===== config.mk =====
export PLATFORM = sky130hd
export DESIGN_NAME = ascii_frame_receiver_with_error_led_flat
export DESIGN_NICKNAME = d
export VERILOG_FILES = /design/src/rtl/core/afr_pkg.sv /design/src/rtl/core/afr_in_if.sv /design/src/rtl/core/afr_out_if.sv /design/src/rtl/core/afr_cfg_if.sv /design/src/rtl/core/afr_led_ctrl.sv /design/src/rtl/core/ascii_frame_receiver_with_error_led.sv /design/src/flat_wrapper.sv
export VERILOG_INCLUDE_DIRS = /design/src /design/src/rtl/core
export SDC_FILE = /design/constraint.sdc
export NUM_CORES = 1
export LEC_CHECK = 0
export BUFFER_PORTS_ARGS = -buffer_cell sky130_fd_sc_hd__buf_4
export CAP_MARGIN = 20
export CORE_MARGIN = 2
export CORE_UTILIZATION = 32
export CTS_BUF_LIST = sky130_fd_sc_hd__clkbuf_8
export DETAILED_ROUTE_END_ITERATION = 8
export PLACE_DENSITY = 0.53
export SLEW_MARGIN = 20
export SYNTH_ARGS = -nofsm -noshare
export SYNTH_HDL_FRONTEND = slang
export SYNTH_SLANG_ARGS = --single-unit

===== constraint.sdc =====
create_clock -name clk -period 3.75 [get_ports clk]
set_input_delay 0.75 -clock clk [delete_from_list [all_inputs] [get_ports clk]]
set_output_delay 0.75 -clock clk [all_outputs]
set_load 0.005 [all_outputs]

===== src/rtl/core/ascii_frame_receiver_with_error_led_assert.svh =====
// ----------------------------------------------------------------------------
// Assertion macros for the ASCII frame receiver
// Shared forms of concurrent checks, clocked on clk and held off in reset.
// ----------------------------------------------------------------------------
`ifndef ASCII_FRAME_RECEIVER_WITH_ERROR_LED_ASSERT_SVH
`define ASCII_FRAME_RECEIVER_WITH_ERROR_LED_ASSERT_SVH

// The consequent must hold in the same cycle as the antecedent.
`define AFR_ASSERT_SAME(lbl, ante, cons, msg) \
    lbl: assert property (@(posedge clk) disable iff (!rst_n) (ante) |-> (cons)) \
        else $error(msg);

// The consequent must hold in the cycle after the antecedent.
`define AFR_ASSERT_NEXT(lbl, ante, cons, msg) \
    lbl: assert property (@(posedge clk) disable iff (!rst_n) (ante) |=> (cons)) \
        else $error(msg);

`endif


===== src/rtl/core/afr_pkg.sv =====
// ----------------------------------------------------------------------------
// ASCII frame receiver package
// Types, character codes and helper functions shared by the receiver modules.
// ----------------------------------------------------------------------------
`default_nettype none

package afr_pkg;

    // Frame buffer size in bytes, start mark and newline included.
    localparam logic [7:0] BUFFER_DEPTH = 8'd16;

    localparam logic [7:0]  CH_START   = 8'h3A;
    localparam logic [7:0]  CH_NEWLINE = 8'h0A;
    localparam logic [7:0]  CH_HASH    = 8'h23;
    localparam logic [15:0] COUNT_MAX  = 16'hFFFF;

    localparam logic [7:0]  RESET_FRAME_LENGTH = 8'd13;
    localparam logic [15:0] RESET_LED_HOLD     = 16'd1000;

    localparam int CFG_INDEX_W = 1;

    typedef enum logic [CFG_INDEX_W-1:0] {
        REG_FRAME_LENGTH = 1'b0,
        REG_LED_HOLD     = 1'b1
    } cfg_reg_t;

    typedef enum logic [2:0] {
        ST_OK         = 3'd0,
        ST_BAD_LENGTH = 3'd1,
        ST_NO_START   = 3'd2,
        ST_NO_END     = 3'd3,
        ST_BAD_CHAR   = 3'd4
    } frame_status_t;

    typedef struct packed {
        logic        frame_done;
        logic [2:0]  frame_status;
        logic        error_counted;
        logic [15:0] error_total;
        logic        led_lit;
    } result_t;

    typedef struct packed {
        logic        tick;
        logic [15:0] count;
        logic [15:0] hold;
    } led_req_t;

    // Digits, capital letters and the hash mark are legal inside a frame.
    function automatic logic char_allowed(input logic [7:0] c);
        return ((c >= 8'h30) && (c <= 8'h39)) ||
               ((c >= 8'h41) && (c <= 8'h5A)) ||
               (c == CH_HASH);
    endfunction

endpackage

`default_nettype wire


===== src/rtl/core/afr_in_if.sv =====
// ----------------------------------------------------------------------------
// Input channel interface
// Carries received bytes and millisecond ticks into the receiver.
// ----------------------------------------------------------------------------
`default_nettype none

interface afr_in_if;
    logic       valid;
    logic       ready;
    logic       mode;
    logic [7:0] rx_byte;

    modport source (output valid, output mode, output rx_byte, input ready);
    modport sink   (input valid, input mode, input rx_byte, output ready);
endinterface

`default_nettype wire


===== src/rtl/core/afr_out_if.sv =====
// ----------------------------------------------------------------------------
// Result channel interface
// Carries one result per accepted request out of the receiver.
// ----------------------------------------------------------------------------
`default_nettype none

interface afr_out_if;
    logic        valid;
    logic        ready;
    logic        frame_done;
    logic [2:0]  frame_status;
    logic        error_counted;
    logic [15:0] error_total;
    logic        led_lit;

    modport source (output valid, output frame_done, output frame_status,
                    output error_counted, output error_total, output led_lit,
                    input ready);
    modport sink   (input valid, input frame_done, input frame_status,
                    input error_counted, input error_total, input led_lit,
                    output ready);
endinterface

`default_nettype wire


===== src/rtl/core/afr_cfg_if.sv =====
// ----------------------------------------------------------------------------
// Configuration write interface
// Register index and write data with a valid/ready handshake.
// ----------------------------------------------------------------------------
`default_nettype none

interface afr_cfg_if;
    import afr_pkg::*;

    logic                   valid;
    logic                   ready;
    logic [CFG_INDEX_W-1:0] index;
    logic [15:0]            data;

    modport source (output valid, output index, output data, input ready);
    modport sink   (input valid, input index, input data, output ready);
endinterface

`default_nettype wire


===== src/rtl/core/afr_led_ctrl.sv =====
// ----------------------------------------------------------------------------
// Error LED controller
// Lights the LED, counting the hold time down in ticks, when a tick finds the error count changed.
// ----------------------------------------------------------------------------
`default_nettype none

`include "ascii_frame_receiver_with_error_led_assert.svh"

module afr_led_ctrl
    import afr_pkg::*;
(
    input  wire logic     clk,
    input  wire logic     rst_n,
    input  wire led_req_t req,
    output logic          led_lit
);

    logic [15:0] seen_reg;
    logic [15:0] seen_next;
    logic [15:0] timer_reg;
    logic [15:0] timer_next;
    logic        led_reg;
    logic        led_next;

    logic        changed;
    logic [15:0] timer_load;
    logic        led_load;

    always_comb
    begin
        changed    = (req.count != seen_reg);
        timer_load = changed ? req.hold : timer_reg;
        led_load   = changed | led_reg;

        seen_next  = seen_reg;
        timer_next = timer_reg;
        led_next   = led_reg;
        if (req.tick)
        begin
            seen_next  = req.count;
            timer_next = (timer_load != 16'd0) ? (timer_load - 16'd1) : 16'd0;
            led_next   = led_load && (timer_next != 16'd0);
        end
    end

    always_ff @(posedge clk or negedge rst_n)
    begin
        if (!rst_n)
        begin
            seen_reg  <= '0;
            timer_reg <= '0;
            led_reg   <= 1'b0;
        end
        else
        begin
            seen_reg  <= seen_next;
            timer_reg <= timer_next;
            led_reg   <= led_next;
        end
    end

    // A byte leaves the LED alone, so the result shows the updated state either way.
    assign led_lit = led_next;

    `AFR_ASSERT_SAME(a_led_needs_timer, led_reg, timer_reg != 16'd0, "LED lit with expired timer")
    `AFR_ASSERT_NEXT(a_tick_syncs_count, req.tick, seen_reg == $past(req.count), "count not taken on tick")

endmodule

`default_nettype wire


===== src/rtl/core/ascii_frame_receiver_with_error_led.sv =====
// ----------------------------------------------------------------------------
// ASCII frame receiver with error LED
// Collects colon-delimited ASCII frames, checks length and characters, keeps
// a saturating error count and drives a timed error LED.
// ----------------------------------------------------------------------------
//  Channel  | Direction | Payload                                   | Handshake
//  rx_in    | in        | mode, rx_byte                             | valid/ready
//  res_out  | out       | frame_done, frame_status, error_counted,  | valid/ready
//           |           | error_total, led_lit                      |
//  cfg      | in        | index, data                               | valid/ready
//
//  One request per cycle while results are taken; its result appears in the output
//  register in the cycle after it is accepted. The result register sets the rate.
//  rx_in.ready is high whenever the output register is empty or being taken.
//  cfg.ready is always high. Reset clears or presets all state but the result payload; no clearing pass.
// ----------------------------------------------------------------------------
`default_nettype none

`include "ascii_frame_receiver_with_error_led_assert.svh"

module ascii_frame_receiver_with_error_led
    import afr_pkg::*;
(
    input  wire logic clk,
    input  wire logic rst_n,
    afr_in_if.sink    rx_in,
    afr_out_if.source res_out,
    afr_cfg_if.sink   cfg
);

    logic [7:0]  frame_length_reg;
    logic [15:0] led_hold_reg;

    logic [7:0]  index_reg;
    logic [7:0]  index_next;
    logic        bad_reg;
    logic        bad_next;
    logic [15:0] count_reg;
    logic [15:0] count_next;

    result_t     res_reg;
    result_t     res_next;
    logic        res_valid_reg;
    logic        res_valid_next;

    logic          accept;
    logic          err_event;
    logic          counted;
    logic          done;
    frame_status_t status;
    logic [7:0]    index_inc;
    led_req_t      led_req;
    logic          led_lit;

    assign rx_in.ready = !res_valid_reg || res_out.ready;
    assign accept      = rx_in.valid && rx_in.ready;
    assign cfg.ready   = 1'b1;

    always_ff @(posedge clk or negedge rst_n)
    begin
        if (!rst_n)
        begin
            frame_length_reg <= RESET_FRAME_LENGTH;
            led_hold_reg     <= RESET_LED_HOLD;
        end
        else if (cfg.valid)
        begin
            unique case (cfg_reg_t'(cfg.index))
                REG_FRAME_LENGTH: frame_length_reg <= cfg.data[7:0];
                REG_LED_HOLD:     led_hold_reg     <= cfg.data;
                default:          ;
            endcase
        end
    end

    always_comb
    begin
        index_next = index_reg;
        bad_next   = bad_reg;
        err_event  = 1'b0;
        done       = 1'b0;
        status     = ST_OK;
        index_inc  = index_reg + 8'd1;

        if (accept && !rx_in.mode)
        begin
            if (rx_in.rx_byte == CH_START)
            begin
                // A start mark inside an open frame restarts it and counts an error.
                err_event  = (index_reg != 8'd0);
                index_next = 8'd1;
                bad_next   = 1'b0;
            end
            else if ((index_reg == 8'd0) || (index_reg >= BUFFER_DEPTH))
            begin
                err_event = 1'b1;
            end
            else if (rx_in.rx_byte == CH_NEWLINE)
            begin
                done = 1'b1;
                if (index_inc != frame_length_reg)
                    status = ST_BAD_LENGTH;
                else if (bad_reg)
                    status = ST_BAD_CHAR;
                err_event  = (status != ST_OK);
                index_next = 8'd0;
                bad_next   = 1'b0;
            end
            else
            begin
                index_next = index_inc;
                if (!char_allowed(rx_in.rx_byte))
                    bad_next = 1'b1;
            end
        end

        counted    = err_event && (count_reg != COUNT_MAX);
        count_next = count_reg + {15'd0, counted};
    end

    assign led_req.tick  = accept && rx_in.mode;
    assign led_req.count = count_reg;
    assign led_req.hold  = led_hold_reg;

    afr_led_ctrl u_led_ctrl (
        .clk     (clk),
        .rst_n   (rst_n),
        .req     (led_req),
        .led_lit (led_lit)
    );

    always_comb
    begin
        res_next               = res_reg;
        res_valid_next         = res_valid_reg;
        if (accept)
        begin
            res_next.frame_done    = done;
            res_next.frame_status  = status;
            res_next.error_counted = counted;
            res_next.error_total   = count_next;
            res_next.led_lit       = led_lit;
            res_valid_next         = 1'b1;
        end
        else if (res_out.ready)
        begin
            res_valid_next = 1'b0;
        end
    end

    always_ff @(posedge clk or negedge rst_n)
    begin
        if (!rst_n)
        begin
            index_reg     <= '0;
            bad_reg       <= 1'b0;
            count_reg     <= '0;
            res_valid_reg <= 1'b0;
        end
        else
        begin
            index_reg     <= index_next;
            bad_reg       <= bad_next;
            count_reg     <= count_next;
            res_valid_reg <= res_valid_next;
        end
    end

    always_ff @(posedge clk)
    begin
        res_reg <= res_next;
    end

    assign res_out.valid         = res_valid_reg;
    assign res_out.frame_done    = res_reg.frame_done;
    assign res_out.frame_status  = res_reg.frame_status;
    assign res_out.error_counted = res_reg.error_counted;
    assign res_out.error_total   = res_reg.error_total;
    assign res_out.led_lit       = res_reg.led_lit;

    `AFR_ASSERT_SAME(a_index_in_buffer, 1'b1, index_reg <= BUFFER_DEPTH, "frame index past buffer")
    `AFR_ASSERT_NEXT(a_count_monotonic, 1'b1, count_reg >= $past(count_reg), "error count fell")
    `AFR_ASSERT_SAME(a_status_needs_done, res_valid_reg && !res_reg.frame_done, res_reg.frame_status == ST_OK, "status without frame end")
    `AFR_ASSERT_SAME(a_counted_total, res_valid_reg && res_reg.error_counted, res_reg.error_total != 16'd0, "error counted with zero total")

endmodule

`default_nettype wire


===== src/flat_wrapper.sv =====
// flat-port wrapper written by rule: the top's interface ports become plain ports
module ascii_frame_receiver_with_error_led_flat import afr_pkg::*;
  (clk, rst_n, rx_in_valid, rx_in_mode, rx_in_rx_byte, rx_in_ready, res_out_valid, res_out_frame_done, res_out_frame_status, res_out_error_counted, res_out_error_total, res_out_led_lit, res_out_ready, cfg_valid, cfg_index, cfg_data, cfg_ready);
  afr_in_if rx_in_i ();
  afr_out_if res_out_i ();
  afr_cfg_if cfg_i ();
  input  wire logic clk;
  input  wire logic rst_n;
  input wire logic [$bits(rx_in_i.valid)-1:0] rx_in_valid;
  input wire logic [$bits(rx_in_i.mode)-1:0] rx_in_mode;
  input wire logic [$bits(rx_in_i.rx_byte)-1:0] rx_in_rx_byte;
  output wire logic [$bits(rx_in_i.ready)-1:0] rx_in_ready;
  output wire logic [$bits(res_out_i.valid)-1:0] res_out_valid;
  output wire logic [$bits(res_out_i.frame_done)-1:0] res_out_frame_done;
  output wire logic [$bits(res_out_i.frame_status)-1:0] res_out_frame_status;
  output wire logic [$bits(res_out_i.error_counted)-1:0] res_out_error_counted;
  output wire logic [$bits(res_out_i.error_total)-1:0] res_out_error_total;
  output wire logic [$bits(res_out_i.led_lit)-1:0] res_out_led_lit;
  input wire logic [$bits(res_out_i.ready)-1:0] res_out_ready;
  input wire logic [$bits(cfg_i.valid)-1:0] cfg_valid;
  input wire logic [$bits(cfg_i.index)-1:0] cfg_index;
  input wire logic [$bits(cfg_i.data)-1:0] cfg_data;
  output wire logic [$bits(cfg_i.ready)-1:0] cfg_ready;
  assign rx_in_i.valid = rx_in_valid;
  assign rx_in_i.mode = rx_in_mode;
  assign rx_in_i.rx_byte = rx_in_rx_byte;
  assign rx_in_ready = rx_in_i.ready;
  assign res_out_valid = res_out_i.valid;
  assign res_out_frame_done = res_out_i.frame_done;
  assign res_out_frame_status = res_out_i.frame_status;
  assign res_out_error_counted = res_out_i.error_counted;
  assign res_out_error_total = res_out_i.error_total;
  assign res_out_led_lit = res_out_i.led_lit;
  assign res_out_i.ready = res_out_ready;
  assign cfg_i.valid = cfg_valid;
  assign cfg_i.index = cfg_index;
  assign cfg_i.data = cfg_data;
  assign cfg_ready = cfg_i.ready;
  ascii_frame_receiver_with_error_led u_core (.clk(clk), .rst_n(rst_n), .rx_in(rx_in_i), .res_out(res_out_i), .cfg(cfg_i));
endmodule

==> flow_summary_export.csv, run 1 <==
group,metric,value,unit
status,status,"finished clean",
worst_setup_path,cp-start-kind,"register",
worst_setup_path,reg2reg_from,"u_core.count_reg[1]",
global_route,grt_pass1_vias,4219,
sta,post-route-period-util,93.3,%
cells_and_area,utilization,38.4,%
clock_network,path_clk_slew,0.10,ns
route,drc,0,
sta,max_slew.worst_pin.slew,0.957,ns
die,start_util,32.6,%
cells_and_area,postLayoutCellArea,6350,um2
global_route,overflow,0,
worst_setup_path,critPathMaxFanout,7,
synthesis,synth_nets,571,
worst_setup_path,rr_worst_depth,12,
sta,timing.fmax,286,MHz
clock_network,clk_latency,0.38,ns
global_route,globalRouteTotalUtil,15.0,%
worst_hold_path,hold_path.class,"primary input to asynchronous set/reset pin",
clock_network,cts_made_buffers,9,
synthesis,synth_edf_count,21,
sta,finalHoldViolations,0,
sta,drv_slew,0,
clock_network,clock_sinks,104,
die,die_area,17900,um2
global_route,grt_pass1_wl,21400,um
route,wirelength,12500,um
place,place_congestion,0.863,
sta,max_slew_margin,36.2,%
power,peakVddDrop,262,uV
synthesis,synth-compound-area-share,10.6,%
worst_setup_path,crit_slowest_cell,"dfrtp_1",
synthesis,yosys.cell_types.count,61,
synthesis,synth_top_family_by_area,"simple AND/OR/NAND/NOR gates",
worst_setup_path,crit_path_max_incr_delay,0.47,ns
worst_setup_path,path_buf_inv,0,
route,wire_per_inst,15.2,um
die,ioPinCount,56,
die,die_w,134,um
cells_and_area,areaGrowthSynthToFinish,17.8,%
worst_setup_path,rrSetupSlack,0.25,ns
sta,final.setup_skew,0.00922,ns
route,firstDrtPassIters,7,
cells_and_area,finalNetCount,634,
clock_network,cts_tree,"built",
clock_network,cts_root_buf,"clkbuf_8",
clock_network,clock_path_buffers,2,
synthesis,ys_ff_latch,104,
die,die_height,134,um
power,power,3400,uW
power,power_density,535,nW/um2
sta,setup_viol,0,
sta,finalCriticalPeriod,3.50,ns
cells_and_area,n_antenna_cell,0,
global_route,grt_max_degree,72,
synthesis,netlist_instances,535,
synthesis,synthAdderAreaFrac,1.16,%
cells_and_area,layout-drive-gt1-share,22.7,%
route,vias_per_cell,4.99,
worst_setup_path,worstPathArrival,3.62,ns
route,antenna_left,0,
synthesis,synth_xor_xnor_area_share,9.10,%
die,num_rows,47,
synthesis,synth_ff_type,"dfrtp_1",
worst_setup_path,crit_family,"simple AND/OR/NAND/NOR gates",
job,max_cap_violations,0,
worst_setup_path,crit_chain,"xnor2_1 -> nand4_1 -> nor4_4 -> mux2i_1 -> ha_1 -> nor2b_1 -> nand3_1 -> nor2_1 -> xnor2_1 -> nand3_1 -> a2111oi_2 -> a21oi_1",
synthesis,async_reset_ff_share,79.8,%
route,vias,4103,
route,drt-initial-drc-count,264,
worst_setup_path,crit_path_end_kind,"register",
synthesis,yosysSeqAreaShare,50.5,%
place,port_buffers,53,
global_route,antenna_found_initial,0,
place,placed_area,6120,um2
worst_setup_path,required,3.87,ns
sta,rsz0062_at_grt,"yes",
die,core_area,16500,um2
sta,setup_slack,0.252,ns
synthesis,synth.cell_area,5390,um2
worst_setup_path,crit_type,"register to register",
power,power_leakage,0.00263,uW
synthesis,synth.avg_cell_area,10.1,um2
synthesis,yosysWarnings,0,
synthesis,synthSimpleGateAreaFrac,20.2,%
place,place_ws,0.0427,ns
worst_setup_path,rr_endpoint,"u_core.res_out.led_lit",
place,dp_hpwl,9050,um
synthesis,synthMuxAreaShare,5.57,%
clock_network,htree_levels,3,
## cell type report
class	instances	area (um2)
Fill cell	1662	10200
Inverter	13	48.8
Tap cell	220	275
Multi-Input combinational cell	396	2540
Clock inverter	7	78.8
Timing Repair Buffer	74	556
Clock buffer	9	124
Sequential cell	104	2720
## per-stage QoR
step | hold slack [ns] | std cells | TNS, ns
2_1_floorplan | 0.454 | 535 | 0
3_3_place_gp | 0.480 | 807 | 0
3_5_place_dp | 0.487 | 807 | 0
4_1_cts | 0.512 | 823 | 0
5_1_grt | 0.544 | 823 | -0.0588
6_report | 0.506 | 823 | 0
## worst reg2reg max path, stage by stage, from the launching register on
cell and delay [ns]:
dfrtp_1 0.47, xnor2_1 0.19, nand4_1 0.18, nor4_4 0.40, mux2i_1 0.29, ha_1 0.32, nor2b_1 0.25, nand3_1 0.16
nor2_1 0.18, xnor2_1 0.18, nand3_1 0.14, a2111oi_2 0.32, a21oi_1 0.15
## placed cells by master (no fill, tap or decap), types with 7 or more instances in the layout
cell       n
a21oi_1   15
buf_4     74
clkbuf_8   9
dfrtp_1   72
dfstp_2    9
edfxtp_1  21
inv_1     14
mux2_2    24
nand2_1   92
nand2b_1   7
nand3_1   28
nand4_1    9
nor2_1    30
nor3_1    11
nor4_1    10
o21ai_0   20
xnor2_1   38
xor2_1    18
## how the worst max path moves through the flow
| stage | from | endpoint | cells past startpoint |
|---|---|---|---|
| 6_report | u_core.count_reg[1] | u_core.res_out.led_lit | 12 |
| 5_1_grt | u_core.index_reg[0] | u_core.res_out.error_total[14] | 13 |
| 4_1_cts | u_core.index_reg[0] | u_core.res_out.error_total[14] | 13 |
| 3_5_place_dp | u_core.index_reg[0] | u_core.res_out.error_total[14] | 12 |
| 2_1_floorplan | u_core.count_reg[2] | u_core.u_led_ctrl.timer_reg[12] | 15 |
| 3_3_place_gp | u_core.index_reg[0] | u_core.res_out.error_total[12] | 12 |
## synth_stat cells (13+ instances only)
master    number  area [um2]
clkbuf_1      14        52.6
inv_1         13        48.8
a21oi_1       15        75.1
mux2_2        24         270
o21ai_0       20         100
xor2_1        18         158
dfrtp_1       74        1850
xnor2_1       38         333
nand3_1       29         145
edfxtp_1      21         631
nand2_1       92         345
nor2_1        30         113
## cell families after synthesis
| family | Yosys count |
|---|---|
| buffers and inverters | 35 |
| and+or+nand+nor | 223 |
| adders and majority gates | 5 |
| DFF | 104 |
| other | 2 |
| xor gates and xnor gates | 56 |
| muxes | 27 |
| AOI/OAI and AO/OA | 83 |
## routing by layer
| layer | track usage, % | vias to the layer above | part of all wire [%] |
|---|---|---|---|
| li1 | - | 2021 | - |
| met5 | 0 | - | 0 |
| met4 | 5.08 | 0 | 1.7 |
| met1 | 20.1 | 1989 | 47 |
| met2 | 24.2 | 80 | 48 |
| met3 | 3.39 | 13 | 4.0 |
## timing repair
action,in CTS,in global routing
setup buffers,0,0
hold buffers,0,0
endpoints found under the setup margin,1,13
gates resized for setup,2,5
## where the power goes
part / total (uW) / switching (uW) / internal [uW]
combinational: 1040 / 568 / 475
sequential: 1630 / 253 / 1370
clock: 729 / 410 / 318
total: 3400 / 1230 / 2170
(Power assumes the default switching activity.)
==> run 2: changes to the inputs <==
--- a/config.mk
+++ b/config.mk
@@ -6,9 +6,9 @@
 export SDC_FILE = /design/constraint.sdc
 export NUM_CORES = 1
 export LEC_CHECK = 0
+export ABC_CLOCK_PERIOD_IN_PS = 3750
 export BUFFER_PORTS_ARGS = -buffer_cell sky130_fd_sc_hd__buf_4
 export CAP_MARGIN = 20
-export CORE_MARGIN = 2
 export CORE_UTILIZATION = 32
 export CTS_BUF_LIST = sky130_fd_sc_hd__clkbuf_8
 export DETAILED_ROUTE_END_ITERATION = 8
==> run 2 against run 1 <==
Effect of this change: sequential power about the same; critical endpoint is now u_core.res_out.error_total[12]; die area decreased by 3.0%; highest routed layer unchanged; combinational power barely moved; clock skew grew 0.0074 ns; largest power group unchanged; global-route usage fell by 0.17 points; critical path depth is the same; sequential share of layout area increased by 0.10 points.
==> flow_summary_export.csv, run 2 (same netlist as run 1, synthesis figures left out) <==
group,metric,value,unit
sta,drv_slew,0,
cells_and_area,layout_common_cells,"nand2_1 (92), dfrtp_1 (71), buf_4 (70)",
route,firstDrtPassIters,6,
worst_setup_path,critPathMaxFanout,9,
cells_and_area,n_fill_cell,1610,
job,max_cap_violations,0,
cells_and_area,n_antenna_cell,0,
route,vias,4096,
worst_setup_path,rr_worst_depth,12,
global_route,globalRouteTotalUtil,14.9,%
sta,hold_slack,0.417,ns
power,peakVddDrop,222,uV
clock_network,cts_hold_buffers,0,
worst_setup_path,crit_type,"register to register",
clock_network,clock_path_buffers,2,
clock_network,cts_root_buf,"clkbuf_8",
global_route,antenna_found_initial,0,
clock_network,clock_sinks,104,
sta,finalCriticalPeriod,3.44,ns
route,wirelength,12300,um
status,status,"finished clean",
worst_setup_path,worstPathArrival,3.66,ns
die,start_util,32.6,%
sta,finalHoldViolations,0,
global_route,grt_pass1_wl,20700,um
place,place_congestion,0.845,
worst_hold_path,hold_path.class,"primary input to asynchronous set/reset pin",
place,dpl.cell_count,804,
clock_network,cts-resized-gates,0,
global_route,grt_max_degree,81,
place,dp_hpwl,8730,um
sta,fin_setup_tns,0,ns
cells_and_area,layout-drive-gt1-share,22.3,%
worst_setup_path,crit_start,"u_core.index_reg[2]",
place,port_buffers,53,
place,placed_area,6100,um2
clock_network,post-cts-setup-buffers,0,
die,core_area,16500,um2
worst_setup_path,cp-start-kind,"register",
clock_network,cts_made_buffers,9,
route,antenna_left,0,
die,die_w,132,um
clock_network,clk_latency,0.38,ns
power,power_leakage,0.00261,uW
route,drc,0,
sta,post-route-period-util,91.9,%
global_route,grt_pass1_vias,4030,
sta,timing.fmax,290,MHz
global_route,overflow,0,
sta,final.setup_skew,0.0166,ns
cells_and_area,postLayoutCellArea,6340,um2
clock_network,path_clk_slew,0.10,ns
worst_setup_path,crit_path_end_kind,"register",
cells_and_area,finalNetCount,631,
sta,max_slew_margin,41.7,%
cells_and_area,final_common_cell,"nand2_1",
worst_setup_path,required,3.96,ns
route,vias_per_cell,5.00,
clock_network,cts_tree,"built",
power,power_density,543,nW/um2
sta,setup_viol,0,
sta,max_slew.worst_pin.slew,0.873,ns
clock_network,htree_levels,3,
cells_and_area,instances_no_fill,820,
die,die_area,17400,um2
route,drt-initial-drc-count,270,
cells_and_area,areaGrowthSynthToFinish,17.6,%
die,ioPinCount,56,
worst_setup_path,reg2reg_from,"u_core.index_reg[2]",
die,num_rows,47,
die,die_height,132,um
route,wire_per_inst,14.9,um
## run 2: final timing paths
| path | endpoint | slack (ns) |
|---|---|---|
| min | u_core.count_reg[12] | 0.42 |
| max in group asynchronous | u_core.led_hold_reg[8] | 2.66 |
| max reg2reg | u_core.res_out.error_total[12] | 0.31 |
| max | u_core.res_out.error_total[12] | 0.31 |
| min reg2reg | u_core.u_led_ctrl.seen_reg[4] | 0.50 |
| min in group clk | u_core.u_led_ctrl.seen_reg[4] | 0.50 |
## run 2: area by class of cell
| type | instances | area (um2) | area share (%) |
|---|---|---|---|
| repair buffers | 71 | 537 | 8.47 |
| well taps | 220 | 275 | 4.34 |
| clock buffers | 10 | 138 | 2.17 |
| clock inverters | 6 | 72.6 | 1.15 |
| flip-flops and latches | 104 | 2720 | 43.0 |
| multi-input cells | 396 | 2540 | 40.1 |
| inverters | 13 | 48.8 | 0.770 |
## run 2: metal layers
layer  global-route usage [%]  share of wire (%)  vias up
met5                        0                  0        -
met4                     5.81                2.1        0
met3                     3.08                3.5       16
met2                     23.6                 47       70
met1                     19.9                 47     1996
li1                         -                  -     2014
## run 2: critical path: stages (launching register included)
cell       delay, ns
dfrtp_2         0.47
nand3_2         0.18
o31a_1          0.33
o2111ai_1       0.21
a211oi_1        0.12
a2111oi_1       0.44
nor2_1          0.09
nor3_1          0.30
ha_1            0.31
ha_2            0.28
nand3_1         0.17
nor2_1          0.17
xor2_1          0.21
## run 2: power breakdown
| part | internal [uW] | switching [uW] | total (uW) |
|---|---|---|---|
| combinational | 480 | 574 | 1050 |
| sequential | 1380 | 265 | 1640 |
| clock | 337 | 407 | 744 |
## run 2: per-stage QoR
stage               power, uW  worst slack, ns  utilization [%]
floorplan                2340           0.0618                -
global placement         2670            0.113             36.9
detailed placement       2690           0.0998             36.9
CTS                      3450           0.0174             38.2
global route             3670          -0.0195             38.3
finish                   3440            0.305             38.3
==> run 3: changes to the inputs <==
--- a/config.mk
+++ b/config.mk
@@ -6,13 +6,13 @@
 export SDC_FILE = /design/constraint.sdc
 export NUM_CORES = 1
 export LEC_CHECK = 0
-export ABC_CLOCK_PERIOD_IN_PS = 3750
+export ABC_CLOCK_PERIOD_IN_PS = 3900
 export BUFFER_PORTS_ARGS = -buffer_cell sky130_fd_sc_hd__buf_4
 export CAP_MARGIN = 20
 export CORE_UTILIZATION = 32
 export CTS_BUF_LIST = sky130_fd_sc_hd__clkbuf_8
 export DETAILED_ROUTE_END_ITERATION = 8
-export PLACE_DENSITY = 0.53
+export PLACE_DENSITY = 0.52
 export SLEW_MARGIN = 20
 export SYNTH_ARGS = -nofsm -noshare
 export SYNTH_HDL_FRONTEND = slang
==> constraint.sdc (replaced) <==
create_clock -name clk -period 3.9 [get_ports clk]
set_input_delay 0.78 -clock clk [delete_from_list [all_inputs] [get_ports clk]]
set_output_delay 0.78 -clock clk [all_outputs]
set_load 0.005 [all_outputs]
==> run 3 against run 2 <==
Effect of this change: largest power group unchanged; first-iteration DRC count fell by 8.1%; die area stayed put; clock power is 12% lower; sequential cell count did not move; sequential share of layout area is 0.49 points higher; critical path depth grew 1; register-to-register slack worse by 0.03 ns; non-clock buffer count is 5 lower.
==> flow_summary_export.csv, run 3 (same netlist as run 1, synthesis figures left out) <==
group,metric,value,unit
worst_setup_path,required,4.02,ns
status,status,"finished clean",
die,die_area,17400,um2
power,power_density,514,nW/um2
global_route,grt_max_degree,78,
sta,timing.fmax,276,MHz
worst_setup_path,rr_worst_depth,13,
route,wirelength,12400,um
worst_setup_path,critPathMaxFanout,8,
cells_and_area,finalNetCount,626,
cells_and_area,layout_common_cells,"nand2_1 (92), dfrtp_1 (73), buf_4 (65)",
place,place_ws,0.216,ns
global_route,antenna_found_initial,0,
clock_network,htree_levels,3,
power,clockPowerShare,20.4,%
cells_and_area,n_antenna_cell,0,
route,drc,0,
sta,setup_viol,0,
route,wire_per_inst,15.2,um
route,antenna_left,0,
place,dp_hpwl,8790,um
sta,max_slew.worst_pin.slew,0.833,ns
clock_network,cts_made_buffers,9,
clock_network,clock_path_buffers,2,
sta,fin_setup_tns,0,ns
sta,finalCriticalPeriod,3.63,ns
clock_network,cts_root_buf,"clkbuf_8",
place,placed_area,6060,um2
cells_and_area,postLayoutCellArea,6260,um2
cells_and_area,multi_input_area,2530,um2
route,drt-initial-drc-count,248,
sta,post-route-period-util,93.0,%
global_route,globalRouteTotalUtil,14.9,%
route,vias,4143,
sta,max_slew_margin,44.4,%
route,firstDrtPassIters,6,
cells_and_area,areaGrowthSynthToFinish,16.2,%
worst_setup_path,worstPathArrival,3.74,ns
power,power_leakage,0.00257,uW
worst_setup_path,crit_path_end_kind,"register",
cells_and_area,utilization,37.9,%
die,start_util,32.6,%
power,power_switching,1210,uW
power,pwr-share-seq,49.2,%
route,vias_per_cell,5.08,
sta,setup_slack,0.275,ns
clock_network,clock_sinks,104,
sta,finalHoldViolations,0,
cells_and_area,n_fill_cell,1655,
power,comb_power_share,30.4,%
power,peakVddDrop,231,uV
power,internal-power,2010,uW
global_route,overflow,0,
place,port_buffers,53,
clock_network,cts_tree,"built",
die,core_area,16500,um2
cells_and_area,final_common_cell,"nand2_1",
sta,drv_slew,0,
place,place_congestion,0.812,
sta,final.setup_skew,0.0162,ns
worst_setup_path,rrSetupSlack,0.27,ns
worst_setup_path,crit_type,"register to register",
worst_setup_path,cp-start-kind,"register",
power,switching_share,37.6,%
global_route,grt_pass1_wl,20600,um
die,num_rows,47,
cells_and_area,layout-drive-gt1-share,21.2,%
cells_and_area,seqCellArea,2720,um2
global_route,grt_pass1_vias,4084,
worst_hold_path,hold_path.class,"primary input to asynchronous set/reset pin",
job,max_cap_violations,0,
sta,rsz0062_at_grt,"no",
die,die_w,132,um
clock_network,path_clk_slew,0.11,ns
die,ioPinCount,56,
die,die_height,132,um
clock_network,clk_latency,0.39,ns
==> run 3: through the flow <==
| stage | total power (uW) | std cells | hold WS [ns] |
|---|---|---|---|
| 6_report | 3220 | 815 | 0.419 |
| 3_3_place_gp | 2560 | 798 | 0.480 |
| 5_1_grt | 3430 | 815 | 0.479 |
| 4_1_cts | 3240 | 814 | 0.509 |
| 3_5_place_dp | 2570 | 798 | 0.484 |
| 2_1_floorplan | 2250 | 535 | 0.467 |
==> run 3: layer usage <==
layer / GRT usage [%] / up-vias / routed length, um
li1: - / 2008 / -
met1: 20.2 / 2032 / 6020
met2: 23.5 / 91 / 5770
met3: 3.27 / 12 / 478
met4: 4.91 / 0 / 160
met5: 0 / - / 0
==> run 3: worst paths after layout <==
kind | end | startpoint
worst max-delay path | u_core.res_out.led_lit | u_core.count_reg[3]
worst min-delay path | u_core.u_led_ctrl.timer_reg[13] | rst_n
worst max register to register | u_core.res_out.led_lit | u_core.count_reg[3]
worst min register to register | u_core.u_led_ctrl.seen_reg[7] | u_core.u_led_ctrl.seen_reg[7]
max in group asynchronous | u_core.u_led_ctrl.seen_reg[9] | rst_n
min in group clk | u_core.u_led_ctrl.seen_reg[7] | u_core.u_led_ctrl.seen_reg[7]
==> run 3: cell type report <==
cell class | count | area share, %
clock inverters | 7 | 1.00
inverters | 13 | 0.780
repair buffers | 66 | 7.98
well taps | 220 | 4.40
multi-input cells | 396 | 40.4
clock buffers | 9 | 1.98
flip-flops and latches | 104 | 43.5
==> run 3: repair_timing <==
item,CTS,global route
gates resized for setup,0,3
setup buffers,0,1
setup endpoints to repair,0,6
endpoints found under the hold margin,0,0
hold buffers,0,0
==> run 3: worst max-delay path: stages, from the launching register on <==
cell and delay, ns:
dfrtp_1 0.46, xnor2_1 0.23, nand4_1 0.18, nor4_4 0.29
buf_4 0.18, mux2i_1 0.24, ha_2 0.30, nor3b_2 0.24
buf_4 0.19, xor2_1 0.06, a2111oi_0 0.44, a21oi_1 0.14
a311oi_1 0.22, a21oi_1 0.17
==> run 3: power by group through the flow <==
| stage | registers, uW | clock network [uW] | logic, uW |
|---|---|---|---|
| floorplan | 1500 | 0 | 752 |
| global placement | 1590 | 0 | 964 |
| detailed placement | 1600 | 0 | 970 |
| CTS | 1580 | 685 | 974 |
| global route | 1610 | 718 | 1090 |
| finish | 1580 | 656 | 979 |
